File: src/sv/plclut_pkg.sv
`timescale 1ns / 1ps
// Shared types and constants for the piecewise-linear color table block.
// Used by the controller, the datapath and the top level; depends on nothing.
package plclut_pkg;

  localparam int unsigned MAX_POINTS = 32;
  localparam int unsigned LEVEL_W = 17;
  localparam int unsigned CHAN_W = 8;
  localparam int unsigned NUM_CHAN = 4;
  localparam int unsigned COLOR_W = CHAN_W * NUM_CHAN;
  localparam int unsigned IDX_W = 8;
  localparam int unsigned RES_W = 16;
  localparam int unsigned PROD_W = 25;
  localparam int unsigned DIV_STEPS = 16;
  localparam int unsigned DIV_CNT_W = $clog2(DIV_STEPS);
  localparam logic [LEVEL_W-1:0] ONE_LEVEL = 17'h10000;

  typedef enum logic [1:0] {
    OP_CLEAR  = 2'd0,
    OP_APPEND = 2'd1,
    OP_LOOKUP = 2'd2,
    OP_NONE   = 2'd3
  } op_e;

  typedef struct packed {
    logic clear;
    logic append;
    logic lookup;
    logic scan_step;
    logic mul;
    logic div_step;
  } cmd_t;

  typedef struct packed {
    logic scan_done;
  } status_t;

endpackage

File: src/sv/plclut_ctrl.sv
`timescale 1ns / 1ps
// Controller state machine: decodes transactions and sequences scan, multiply and divide.
// Depends on plclut_pkg for operation codes and the command and status structs.
module plclut_ctrl (
  input  logic                  clk_i,
  input  logic                  rst_ni,
  input  logic                  start_i,
  input  logic [1:0]            operation_i,
  input  plclut_pkg::status_t   status_i,
  output plclut_pkg::cmd_t      cmd_o,
  output logic                  busy_o,
  output logic                  done_o
);

  typedef enum logic [2:0] {
    ST_IDLE,
    ST_SCAN,
    ST_MUL,
    ST_DIV,
    ST_DONE
  } state_e;

  state_e state_q, state_d;
  logic [plclut_pkg::DIV_CNT_W-1:0] step_q, step_d;
  logic busy_q, busy_d;
  logic done_q, done_d;
  logic accept;

  assign accept = start_i && !busy_q;

  always_comb begin
    state_d = state_q;
    step_d  = step_q;
    busy_d  = busy_q;
    done_d  = 1'b0;
    cmd_o   = '0;
    case (state_q)
      ST_IDLE, ST_DONE: begin
        state_d = ST_IDLE;
        if (accept) begin
          case (plclut_pkg::op_e'(operation_i))
            plclut_pkg::OP_CLEAR: begin
              cmd_o.clear = 1'b1;
            end
            plclut_pkg::OP_APPEND: begin
              cmd_o.append = 1'b1;
            end
            plclut_pkg::OP_LOOKUP: begin
              cmd_o.lookup = 1'b1;
              state_d      = ST_SCAN;
              busy_d       = 1'b1;
            end
            default: begin
            end
          endcase
        end
      end
      ST_SCAN: begin
        cmd_o.scan_step = 1'b1;
        if (status_i.scan_done) begin
          state_d = ST_MUL;
        end
      end
      ST_MUL: begin
        cmd_o.mul = 1'b1;
        step_d    = '0;
        state_d   = ST_DIV;
      end
      ST_DIV: begin
        cmd_o.div_step = 1'b1;
        step_d         = step_q + plclut_pkg::DIV_CNT_W'(1);
        if (step_q == plclut_pkg::DIV_CNT_W'(plclut_pkg::DIV_STEPS - 1)) begin
          state_d = ST_DONE;
          busy_d  = 1'b0;
          done_d  = 1'b1;
        end
      end
      default: begin
        state_d = ST_IDLE;
        busy_d  = 1'b0;
      end
    endcase
  end

  always_ff @(posedge clk_i or negedge rst_ni) begin
    if (!rst_ni) begin
      state_q <= ST_IDLE;
      step_q  <= '0;
      busy_q  <= 1'b0;
      done_q  <= 1'b0;
    end else begin
      state_q <= state_d;
      step_q  <= step_d;
      busy_q  <= busy_d;
      done_q  <= done_d;
    end
  end

  assign busy_o = busy_q;
  assign done_o = done_q;

  a_done_not_busy : assert property (@(posedge clk_i) disable iff (!rst_ni)
    done_q |-> !busy_q)
    else $error("result strobe raised while still busy");

  a_done_after_div : assert property (@(posedge clk_i) disable iff (!rst_ni)
    done_q |-> $past(state_q == ST_DIV))
    else $error("result strobe without a finished division");

  a_lookup_busy : assert property (@(posedge clk_i) disable iff (!rst_ni)
    (accept && operation_i == plclut_pkg::OP_LOOKUP) |=> busy_q)
    else $error("lookup transaction did not raise busy");

endmodule

File: config.mk
export PLATFORM = sky130hd
export DESIGN_NAME = plclut_ctrl
export DESIGN_NICKNAME = d
export VERILOG_FILES = /design/src/sv/plclut_pkg.sv /design/src/sv/plclut_ctrl.sv
export SDC_FILE = /design/constraint.sdc
export NUM_CORES = 1
export LEC_CHECK = 0
export BUFFER_PORTS_ARGS = -buffer_cell sky130_fd_sc_hd__buf_2
export CAP_MARGIN = 20
export CORE_AREA = 2 2 39 41
export CTS_CLUSTER_SIZE = 12
export DETAILED_ROUTE_END_ITERATION = 16
export DIE_AREA = 0 0 41 43
export GPL_TIMING_DRIVEN = 0
export PLACE_DENSITY_LB_ADDON = 0.1
export SLEW_MARGIN = 5
export SYNTH_ARGS = -nofsm -noshare
export SYNTH_HDL_FRONTEND = slang
export SYNTH_SLANG_ARGS = --single-unit
File: constraint.sdc
create_clock -name clk_i -period 3.36 [get_ports clk_i]
set_input_delay 0.504 -clock clk_i [delete_from_list [all_inputs] [get_ports clk_i]]
set_output_delay 0.504 -clock clk_i [all_outputs]
set_load 0.01 [all_outputs]
Word-level counts from Yosys, hierarchy flattened
Cells that the tools add are included.
{"block": "word_totals", "register_bits": 9, "in_bits": 6, "elab_cells": 46}
{"block": "op_classes", "add_sub_neg": 1, "n_eq_ne": 11, "mux": 20, "bitwise": 1, "n_reduce_logical": 9}
{"cell": "two-way mux 1 bit", "n": 13}
{"cell": "two-way mux 3 bit", "n": 4}
{"cell": "one-hot mux 3 bit (4 select lines)", "n": 1}
{"cell": "one-hot mux 4 bit (2 select lines)", "n": 1}
{"cell": "equality test 3 x 2 -> 1 bit, second input constant", "n": 2}
{"cell": "inequality test 2 bit, second input constant", "n": 3}
{"cell": "adder 4 x 1 -> 4 bit, second input constant", "n": 1}
{"cell": "equality test 4 bit, second input constant", "n": 1}
{"cell": "AND reduction 4 bit", "n": 1}
{"cell": "OR reduction 2 bit", "n": 2}
{"cell": "equality test 3 x 1 -> 1 bit, second input constant", "n": 1}
{"cell": "equality test 3 bit, second input constant", "n": 1}
{"cell": "logical NOT 3 bit", "n": 1}
{"cell": "one-hot mux 1 bit (3 select lines)", "n": 1}
{"cell": "equality test 2 x 1 -> 1 bit, second input constant", "n": 1}
{"cell": "equality test 2 bit, second input constant", "n": 1}
{"cell": "logical NOT 2 bit", "n": 1}
{"cell": "inequality test 2 x 1 -> 1 bit, second input constant", "n": 1}
{"cell": "AND reduction 2 bit", "n": 1}
{"cell": "nonzero test 2 bit", "n": 1}
{"cell": "logical AND 1 bit", "n": 1}
{"cell": "logical NOT 1 bit", "n": 1}
{"cell": "inverter 1 bit", "n": 1}

Logic depth before layout (Yosys ltp)
Gate-level depths: netlist of run 1.
{"block": "depth", "word_depth": 4, "depth_mapped": 4}

Worst setup path before layout of run 1
OpenSTA, ideal clock, no wires.
{"block": "synth_path", "kind": "reg-to-output", "from": "register busy_q, in the netlist busy_o", "to": "output cmd_o[4] (netlist name)", "arrival_time_ns": 1.336, "slack_ns": 1.520, "stages_incl_launch_ff": 3, "path_cell_list": "dfrtp_1 or4b_4 nor3b_1"}
{"item": "start: declaration", "line": "plclut_ctrl.sv:25", "text": "logic busy_q, busy_d;"}
{"item": "start signal: assignment", "line": "plclut_ctrl.sv:94", "text": "busy_q <= busy_d;"}
{"item": "end: declaration", "line": "plclut_ctrl.sv:10", "text": "output plclut_pkg::cmd_t cmd_o,"}

==> results of run 1 <==
## flip-flops by register name (all words and copies together) (netlist names)
register / cells
step_q: 4
state_q: 3
busy_o: 1
done_o: 1
## cells by family after synthesis
| family | after synthesis | share of synthesized area [%] |
|---|---|---|
| AO/OA/AOI/OAI | 9 | 11.8 |
| adder cells (fa/ha/maj) | 1 | 2.56 |
| buffers and inverters | 2 | 1.79 |
| flip-flops | 9 | 46.2 |
| AND/OR/NAND/NOR | 28 | 37.7 |
## per-stage QoR
step | area, sq um | instances
after detailed placement | 573 | 78
after CTS | 599 | 82
after global routing | 599 | 82
final | 599 | 82
after global placement | 573 | 78
after floorplan | 488 | 49
## worst reg2reg max path, cell delays in order, from the launching register on
cell and delay [ns]:
dfrtp_1 0.45, or4b_4 0.54, nor3b_4 0.21, or3b_1 0.15
## layout make-up
type	instances	area [sq um]
multi-input combinational	38	254
fill	149	785
tap	16	20.0
clock buffer	4	26.3
sequential	9	225
inverter	1	3.75
buffer	1	5.00
timing repair buffer	13	65.1
## worst max-delay path by stage
stage                          end  slack [ns]
after floorplan           cmd_o[4]        1.52
after detailed placement  cmd_o[3]        1.42
after global routing      cmd_o[3]        1.15
final                     cmd_o[3]        1.24
after global placement    cmd_o[3]        1.42
after CTS                 cmd_o[3]        1.22
## placed cells by master, fill, tap and decap left out, drive strengths merged
| master | Yosys | layout |
|---|---|---|
| dfrtp | 9 | 9 |
| o21bai | 2 | 2 |
| nand3 | 4 | 4 |
| nor3b | 3 | 3 |
| and3 | 1 | 1 |
| nand3b | 1 | 1 |
| a22o | 1 | 1 |
| inv | 1 | 1 |
| clkbuf | 0 | 4 |
| nand2 | 5 | 5 |
| a21oi | 1 | 1 |
| o21ai | 4 | 4 |
| and2b | 1 | 1 |
| a211o | 1 | 1 |
| nor2b | 3 | 3 |
| nand2b | 3 | 3 |
| buf | 1 | 14 |
| ha | 1 | 1 |
| or4b | 2 | 2 |
| or3b | 1 | 1 |
| nor3 | 1 | 1 |
| nor2 | 3 | 3 |
## power by group
group          total (mW)  switching (mW)  leakage [nW]  internal, mW
Sequential          0.183          0.0379         0.117         0.145
Combinational       0.204           0.107         0.170        0.0968
Clock              0.0806          0.0350        0.0150        0.0456
Total               0.468           0.180         0.302         0.288
## routing by layer
layer / up-vias / track usage, % / routed length (um)
met5: - / 0 / 0
met4: 0 / 8.00 / 0
met3: 0 / 1.57 / 36
met2: 6 / 20.3 / 451
met1: 184 / 13.8 / 416
li1: 209 / - / -
==> results.sh, run 1 <==
export IMPL_rsz0062_at_grt="no"
export IMPL_wl_per_cell_um=11.0
export IMPL_grt_use_total_pct=12.3
export IMPL_p_per_area_mw_per_mm2=781
export IMPL_relSlewSlack_pct=85.0
export IMPL_layout_setup_ws_ns=1.24
export IMPL_synth_ff_latch_count=9
export IMPL_crit_chain="or4b_4, nor3b_4, buf_2"
export IMPL_fin_util_pct=43.3
export IMPL_wl_um=904
export IMPL_reg2reg_slack_ns=1.95
export IMPL_synth_most_common_cell="dfrtp_1"
export IMPL_r2r_cells=3
export IMPL_post_cts_buffers=0
export IMPL_crit_slowest_cell="or4b_4"
export IMPL_rr_endpoint="state_q[0]"
export IMPL_cp_end_kind="output port"
export IMPL_cp_startpoint="state_q[1]"
export IMPL_vias=399
export IMPL_cts_root_buf="clkbuf_4"
export IMPL_critPathKind="register to output port"
export IMPL_ioPinCount=14
export IMPL_vdd_drop_max_mv=0.293
export IMPL_grt_remaining_overflow=0
export IMPL_crit_path_max_incr_delay_ns=0.54
export IMPL_yosys_cell_types_count=24
export IMPL_vias_per_cell=4.87
export IMPL_core_rowCount=14
export IMPL_area_delta_synth_final_pct=22.8
export IMPL_clk_latency_ns=0.25
export IMPL_fin_worst_skew_ns=0.00104
export IMPL_synth_area_sq_um=488
export IMPL_dr_pass1_iters=2
export IMPL_synth_commonest_cells="dfrtp_1, nand2_1, nand3_1, o21ai_0"
export IMPL_yosysTopAreaCell="dfrtp_1"
export IMPL_worst_path_stages=3
export IMPL_reg2reg_from="state_q[1]"
export IMPL_numCtsBuffers=3
export IMPL_hold_viol_final=0
export IMPL_period_minus_slack_ns=2.12
export IMPL_coreArea_sq_mm=0.00138
export IMPL_nNetsFinal=74
export IMPL_hpwlAfterDp_um=695
export IMPL_cts_tree="done"
export IMPL_clk_path_buf_depth=2
export IMPL_fin_crit_sh_pct=63.1
export IMPL_synth_net_count=56
export IMPL_setup_viol=0
export IMPL_drt_iter0_drc=4
export IMPL_cp_required_ns=2.86
export IMPL_drive_gt1_share_pct=31.8
export IMPL_cts_resized=0
export IMPL_synth_async_reset_ratio_pct=100
export IMPL_gp_congestion=0.658
export IMPL_grt_first_pass_wirelength_um=1460
export IMPL_die_area_sq_mm=0.00176
export IMPL_crit_arrival_ns=1.62
export IMPL_outcome="finished clean"
export IMPL_seq_area_frac_synth_pct=46.2
export IMPL_ant_nets=0
export IMPL_synth_edf_count=0
export IMPL_drc=0
export IMPL_clkTransAtPathRegs_ns=0.06
export IMPL_ctsHoldBuffers=0
export IMPL_ys_warn_count=0
export IMPL_maxSlewViolCount=0
export IMPL_crit_family="simple AND/OR/NAND/NOR gates"
export IMPL_synth_top_cell_area_share_pct=46.2
export IMPL_setup_tns_final_ns=0
export IMPL_syn_instance_count=49
export IMPL_path_max_fanout=8
export IMPL_p_total_mw=0.468
export IMPL_whs_ns=0.0913
export IMPL_maxCapViolCount=0
export IMPL_grt_pass1_vias=387
export IMPL_max_freq_mhz=471
export IMPL_grt_max_degree=11
export IMPL_cts_sinks=9
export IMPL_fp_dieH_um=43
export IMPL_die_w_um=41
export IMPL_preCtsSetupSlack_ns=1.42
export IMPL_synth_ff_type="dfrtp_1"
export IMPL_tightest_slew_ns=0.225
export IMPL_critPathBufInv=1
export IMPL_synth_top_cells_by_area="dfrtp_1, nand3_1, o21ai_0, nand2_1, nor2b_1"
export IMPL_cts_htree_levels=1
export IMPL_antenna_found_initial=0
export IMPL_critPathLaunchType="register"
export IMPL_avgSynthCellArea_sq_um=9.96
export IMPL_min_path_type="primary input to async pin"
export IMPL_port_buffers=13
export IMPL_start_util_pct=35.3
export IMPL_leakage_nw=0.302
export IMPL_antenna_cells=0
No activity file was read; power rests on OpenSTA's default activity.
==> inputs of run 2 (changes only) <==
clock period = 2.2 ns   (was 3.36 ns; I/O delays follow)
==> run 2 against run 1 <==
First-iteration DRC count shrank 25%. Total power grew 53%. Sequential share of layout area shrank 0.62 points. Register-to-register slack lost 1.2 ns. Combinational power grew 53%. Sequential power grew 53%. Largest cell class unchanged.
==> results.sh, run 2 (synthesis gave the netlist of run 1 again) <==
export IMPL_die_w_um=41
export IMPL_largest_register_ff_count=4
export IMPL_fp_dieH_um=43
export IMPL_grt_remaining_overflow=0
export IMPL_leakage_nw=0.306
export IMPL_fin_worst_skew_ns=0.00108
export IMPL_hold_viol_final=0
export IMPL_area_delta_synth_final_pct=24.9
export IMPL_critPathBufInv=1
export IMPL_hpwlAfterDp_um=695
export IMPL_clkTransAtPathRegs_ns=0.06
export IMPL_critPathKind="register to output port"
export IMPL_p_per_area_mw_per_mm2=1170
export IMPL_crit_family="simple AND/OR/NAND/NOR gates"
export IMPL_clk_path_buf_depth=2
export IMPL_crit_arrival_ns=1.62
export IMPL_reg2reg_slack_ns=0.79
export IMPL_numCtsBuffers=3
export IMPL_cts_root_buf="clkbuf_4"
export IMPL_use_met1_pct=13.8
export IMPL_crit_chain="or4b_4, nor3b_4, buf_2"
export IMPL_cp_endpoint="cmd_o[3]"
export IMPL_setup_viol=0
export IMPL_grt_first_pass_wirelength_um=1460
export IMPL_final_common_cell="buf_2"
export IMPL_min_path_type="primary input to register"
export IMPL_vias=402
export IMPL_reg2reg_from="state_q[1]"
export IMPL_ioPinCount=14
export IMPL_outcome="finished clean"
export IMPL_grt_busiest_layer="met2"
export IMPL_cp_startpoint="state_q[1]"
export IMPL_wl_per_cell_um=10.9
export IMPL_vias_per_cell=4.84
export IMPL_dr_pass1_iters=2
export IMPL_relSlewSlack_pct=84.7
export IMPL_cts_tree="done"
export IMPL_fin_crit_sh_pct=88.6
export IMPL_antenna_found_initial=0
export IMPL_critPathLaunchType="register"
export IMPL_reg_top3="step_q (4), state_q (3)"
export IMPL_regMostFlops="step_q"
export IMPL_nNetsFinal=75
export IMPL_cts_sinks=9
export IMPL_start_util_pct=35.3
export IMPL_cp_required_ns=1.87
export IMPL_period_minus_slack_ns=1.95
export IMPL_layout_common_cells="buf_2, dfrtp_1, nand2_1, nand3_1, o21ai_0"
export IMPL_whs_ns=0.373
export IMPL_rr_endpoint="state_q[0]"
export IMPL_ant_nets=0
export IMPL_post_cts_buffers=0
export IMPL_tightest_slew_ns=0.230
export IMPL_r2r_cells=3
export IMPL_maxCapViolCount=0
export IMPL_crit_path_max_incr_delay_ns=0.54
export IMPL_setup_tns_final_ns=0
export IMPL_clk_latency_ns=0.25
export IMPL_gp_congestion=0.658
export IMPL_crit_slowest_cell="or4b_4"
export IMPL_grt_pass1_vias=391
export IMPL_met3_usage_pct=1.57
export IMPL_cp_end_kind="output port"
export IMPL_grt_use_met2_pct=20.6
export IMPL_wl_um=902
export IMPL_drive_gt1_share_pct=31.3
export IMPL_path_max_fanout=8
export IMPL_worst_path_stages=3
export IMPL_drc=0
export IMPL_antenna_cells=0
export IMPL_cts_htree_levels=1
export IMPL_core_rowCount=14
export IMPL_drt_iter0_drc=3
export IMPL_grt_max_degree=11
export IMPL_maxSlewViolCount=0
export IMPL_coreArea_sq_mm=0.00138
export IMPL_die_area_sq_mm=0.00176
export IMPL_rsz0062_at_grt="no"
export IMPL_max_freq_mhz=513
export IMPL_grt_use_total_pct=12.4
export IMPL_port_buffers=13
export IMPL_vdd_drop_max_mv=0.446
## run 2: cell count changes in the layout (fill, tap and decap cells not counted), sizes merged
cell	delta
dlygate4sd3	+1
## run 2: worst min path at each step
stage	from	endpoint	slack (ns)	cells after the start
CTS	status_i	state_q[1]	0.37	3
global placement	rst_ni	step_q[0]	0.19	1
detailed placement	rst_ni	step_q[0]	0.19	1
finish	status_i	state_q[1]	0.37	3
global route	status_i	state_q[1]	0.37	3
floorplan	rst_ni	busy_o	0.03	0
## run 2: power breakdown
part / internal, mW / switching [mW]
Sequential: 0.222 / 0.0580
Combinational: 0.149 / 0.163
Clock: 0.0696 / 0.0535
Total: 0.440 / 0.275
## run 2: final cells by class
| class | instances | area [sq um] |
|---|---|---|
| fillers | 148 | 774 |
| multi-input cells | 38 | 254 |
| flip-flops and latches | 9 | 225 |
| repair buffers | 14 | 75.1 |
| clock buffers | 4 | 26.3 |
| well taps | 16 | 20.0 |
| plain buffers | 1 | 5.00 |
| inverters | 1 | 3.75 |
## run 2: what timing repair did
| item | CTS | global route |
|---|---|---|
| gates resized for setup | 0 | 0 |
| hold endpoints to repair | 9 | 0 |
| hold buffers | 1 | 0 |
## run 2: per-layer routing
metal  up-vias  part of all wire, %
met5         -                    0
met4         0                    0
met3         0                  4.0
li1        211                    -
met2         6                   49
met1       185                   47
## run 2: per-stage QoR
stage               worst slack [ns]  instance area (sq um)  power (mW)  cells  utilization (%)
global route                   0.166                    609       0.790     83             44.0
detailed placement             0.510                    573       0.599     78             41.4
finish                         0.250                    609       0.715     83             44.0
global placement               0.512                    573       0.598     78             41.4
floorplan                      0.534                    488       0.501     49                -
CTS                            0.231                    609       0.730     83             44.0
## run 2: worst min-delay path, cell delays in order
cell,delay [ns]
buf_2,0.09
a21oi_1,0.05
o21bai_1,0.12
==> inputs of run 3 (changes only) <==
CTS_BUF_LIST = sky130_fd_sc_hd__clkbuf_8   (was default)
SETUP_SLACK_MARGIN = 0.3   (was default)
==> run 3 against run 2 <==
Core utilization rose by 2.9 points. Critical endpoint is now cmd_o[4]. Non-clock buffer count grew 2. Final cell count grew 2.4%.
==> results.sh, run 3 (synthesis gave the netlist of run 1 again) <==
export IMPL_outcome="finished clean"
export IMPL_relSlewSlack_pct=86.3
export IMPL_critPathLaunchType="register"
export IMPL_wl_um=909
export IMPL_reg2reg_from="state_q[1]"
export IMPL_cts_sinks=9
export IMPL_hpwlAfterDp_um=695
export IMPL_grt_first_pass_wirelength_um=1550
export IMPL_n_fill_cell=143
export IMPL_dpl_cell_count=78
export IMPL_cts_htree_levels=1
export IMPL_die_w_um=41
export IMPL_dr_pass1_iters=2
export IMPL_crit_path_max_incr_delay_ns=0.57
export IMPL_layout_common_cells="buf_2, dfrtp_1, nand2_1, nand3_1, o21ai_0"
export IMPL_cp_startpoint="state_q[1]"
export IMPL_crit_chain="or4b_4, nor3b_1, buf_2"
export IMPL_max_freq_mhz=531
export IMPL_min_from="status_i"
export IMPL_fp_dieH_um=43
export IMPL_fin_cells=85
export IMPL_cts_root_buf="clkbuf_8"
export IMPL_crit_family="simple AND/OR/NAND/NOR gates"
export IMPL_cp_required_ns=1.87
export IMPL_ant_nets=0
export IMPL_drt_iter0_drc=2
export IMPL_crit_slowest_cell="or4b_4"
export IMPL_ioPinCount=14
export IMPL_critPathKind="register to output port"
export IMPL_largest_register_ff_count=4
export IMPL_antenna_found_initial=0
export IMPL_grt_remaining_overflow=0
export IMPL_port_buffers=13
export IMPL_grt_use_total_pct=13.0
export IMPL_fin_crit_sh_pct=85.5
export IMPL_critPathBufInv=1
export IMPL_maxCapViolCount=0
export IMPL_reg_top3="step_q (4), state_q (3)"
export IMPL_crit_arrival_ns=1.55
export IMPL_vdd_drop_max_mv=0.567
export IMPL_clk_latency_ns=0.22
export IMPL_drc=0
export IMPL_setup_viol=0
export IMPL_path_max_fanout=3
export IMPL_nNetsFinal=77
export IMPL_leakage_nw=0.328
export IMPL_area_delta_synth_final_pct=33.1
export IMPL_maxSlewViolCount=0
export IMPL_rsz0062_at_grt="yes"
export IMPL_final_area_sq_um=649
export IMPL_layout_setup_ws_ns=0.318
export IMPL_grt_max_degree=11
export IMPL_cp_end_kind="output port"
export IMPL_period_minus_slack_ns=1.88
export IMPL_antenna_cells=0
export IMPL_final_common_cell="buf_2"
export IMPL_drive_gt1_share_pct=36.2
export IMPL_setup_tns_final_ns=0
export IMPL_hold_viol_final=0
export IMPL_wl_per_cell_um=10.7
export IMPL_fin_worst_skew_ns=0.000630
export IMPL_vias=421
export IMPL_p_total_mw=0.791
export IMPL_numCtsBuffers=3
export IMPL_placed_area_sq_um=573
export IMPL_clk_path_buf_depth=2
export IMPL_cts_tree="done"
export IMPL_start_util_pct=35.3
export IMPL_regMostFlops="step_q"
export IMPL_grt_pass1_vias=401
export IMPL_p_per_area_mw_per_mm2=1220
export IMPL_tightest_slew_ns=0.206
export IMPL_min_path_type="primary input to register"
export IMPL_clkTransAtPathRegs_ns=0.04
export IMPL_preCtsSetupSlack_ns=0.510
export IMPL_coreArea_sq_mm=0.00138
export IMPL_core_rowCount=14
export IMPL_die_area_sq_mm=0.00176
export IMPL_vias_per_cell=4.95
export IMPL_gp_congestion=0.658
==> run 3: cell count changes in the layout (fill, tap and decap cells not counted) <==
cell / previous run / this run
dfrtp_1: 9 / 8
dfrtp_2: 0 / 1
clkbuf_1: 1 / 0
buf_4: 0 / 2
nor3_1: 1 / 0
inv_1: 1 / 2
clkbuf_4: 3 / 0
nor3_2: 0 / 1
clkbuf_8: 0 / 3
==> run 3: layer usage <==
metal | GRT usage, % | vias up | wire (um)
li1 | - | 212 | -
met1 | 14.4 | 197 | 405
met2 | 21.9 | 9 | 452
met3 | 3.14 | 3 | 38
met4 | 6.00 | 0 | 12
met5 | 0 | - | 0
==> run 3: timing repair <==
| action | in CTS | in global routing |
|---|---|---|
| setup buffers | 2 | 0 |
| pin swaps | 1 | 2 |
| gates resized for setup | 1 | 1 |
| hold buffers | 1 | 0 |
| setup endpoints to repair | 2 | 3 |
| endpoints found under the hold margin | 9 | 0 |
==> run 3: final timing paths <==
kind,to,slack (ns),depth (start not counted)
min in group asynchronous,step_q[0],0.48,2
min reg2reg,step_q[1],0.52,2
max reg2reg,state_q[0],0.74,4
max in group asynchronous,state_q[1],1.52,2
max,cmd_o[4],0.32,3
min,state_q[1],0.40,3
==> run 3: stage by stage <==
step,hold slack [ns],util [%]
floorplan,0.0344,-
global placement,0.195,41.4
detailed placement,0.195,41.4
CTS,0.410,46.6
global route,0.416,46.9
finish,0.403,46.9
==> run 3: final cells by class <==
cell class / count / area (sq um) / area share, %
buffer: 1 / 5.00 / 0.771
clock inverter: 1 / 3.75 / 0.578
multi-input combinational: 38 / 259 / 39.9
inverter: 1 / 3.75 / 0.578
clock buffer: 3 / 41.3 / 6.36
timing repair buffer: 16 / 90.1 / 13.9
sequential: 9 / 226 / 34.9
tap: 16 / 20.0 / 3.08
==> run 3: tightest hold or removal path: cells and delay by family <==
kind | cells | cell delay, ns
compound gates | 2 | 0.17
buf+inv | 1 | 0.09
==> run 3: report_power, final <==
part	internal (mW)	total [mW]	switching (mW)
clock network	0.121	0.179	0.0583
logic	0.163	0.344	0.181
registers	0.224	0.268	0.0437
total	0.508	0.791	0.283
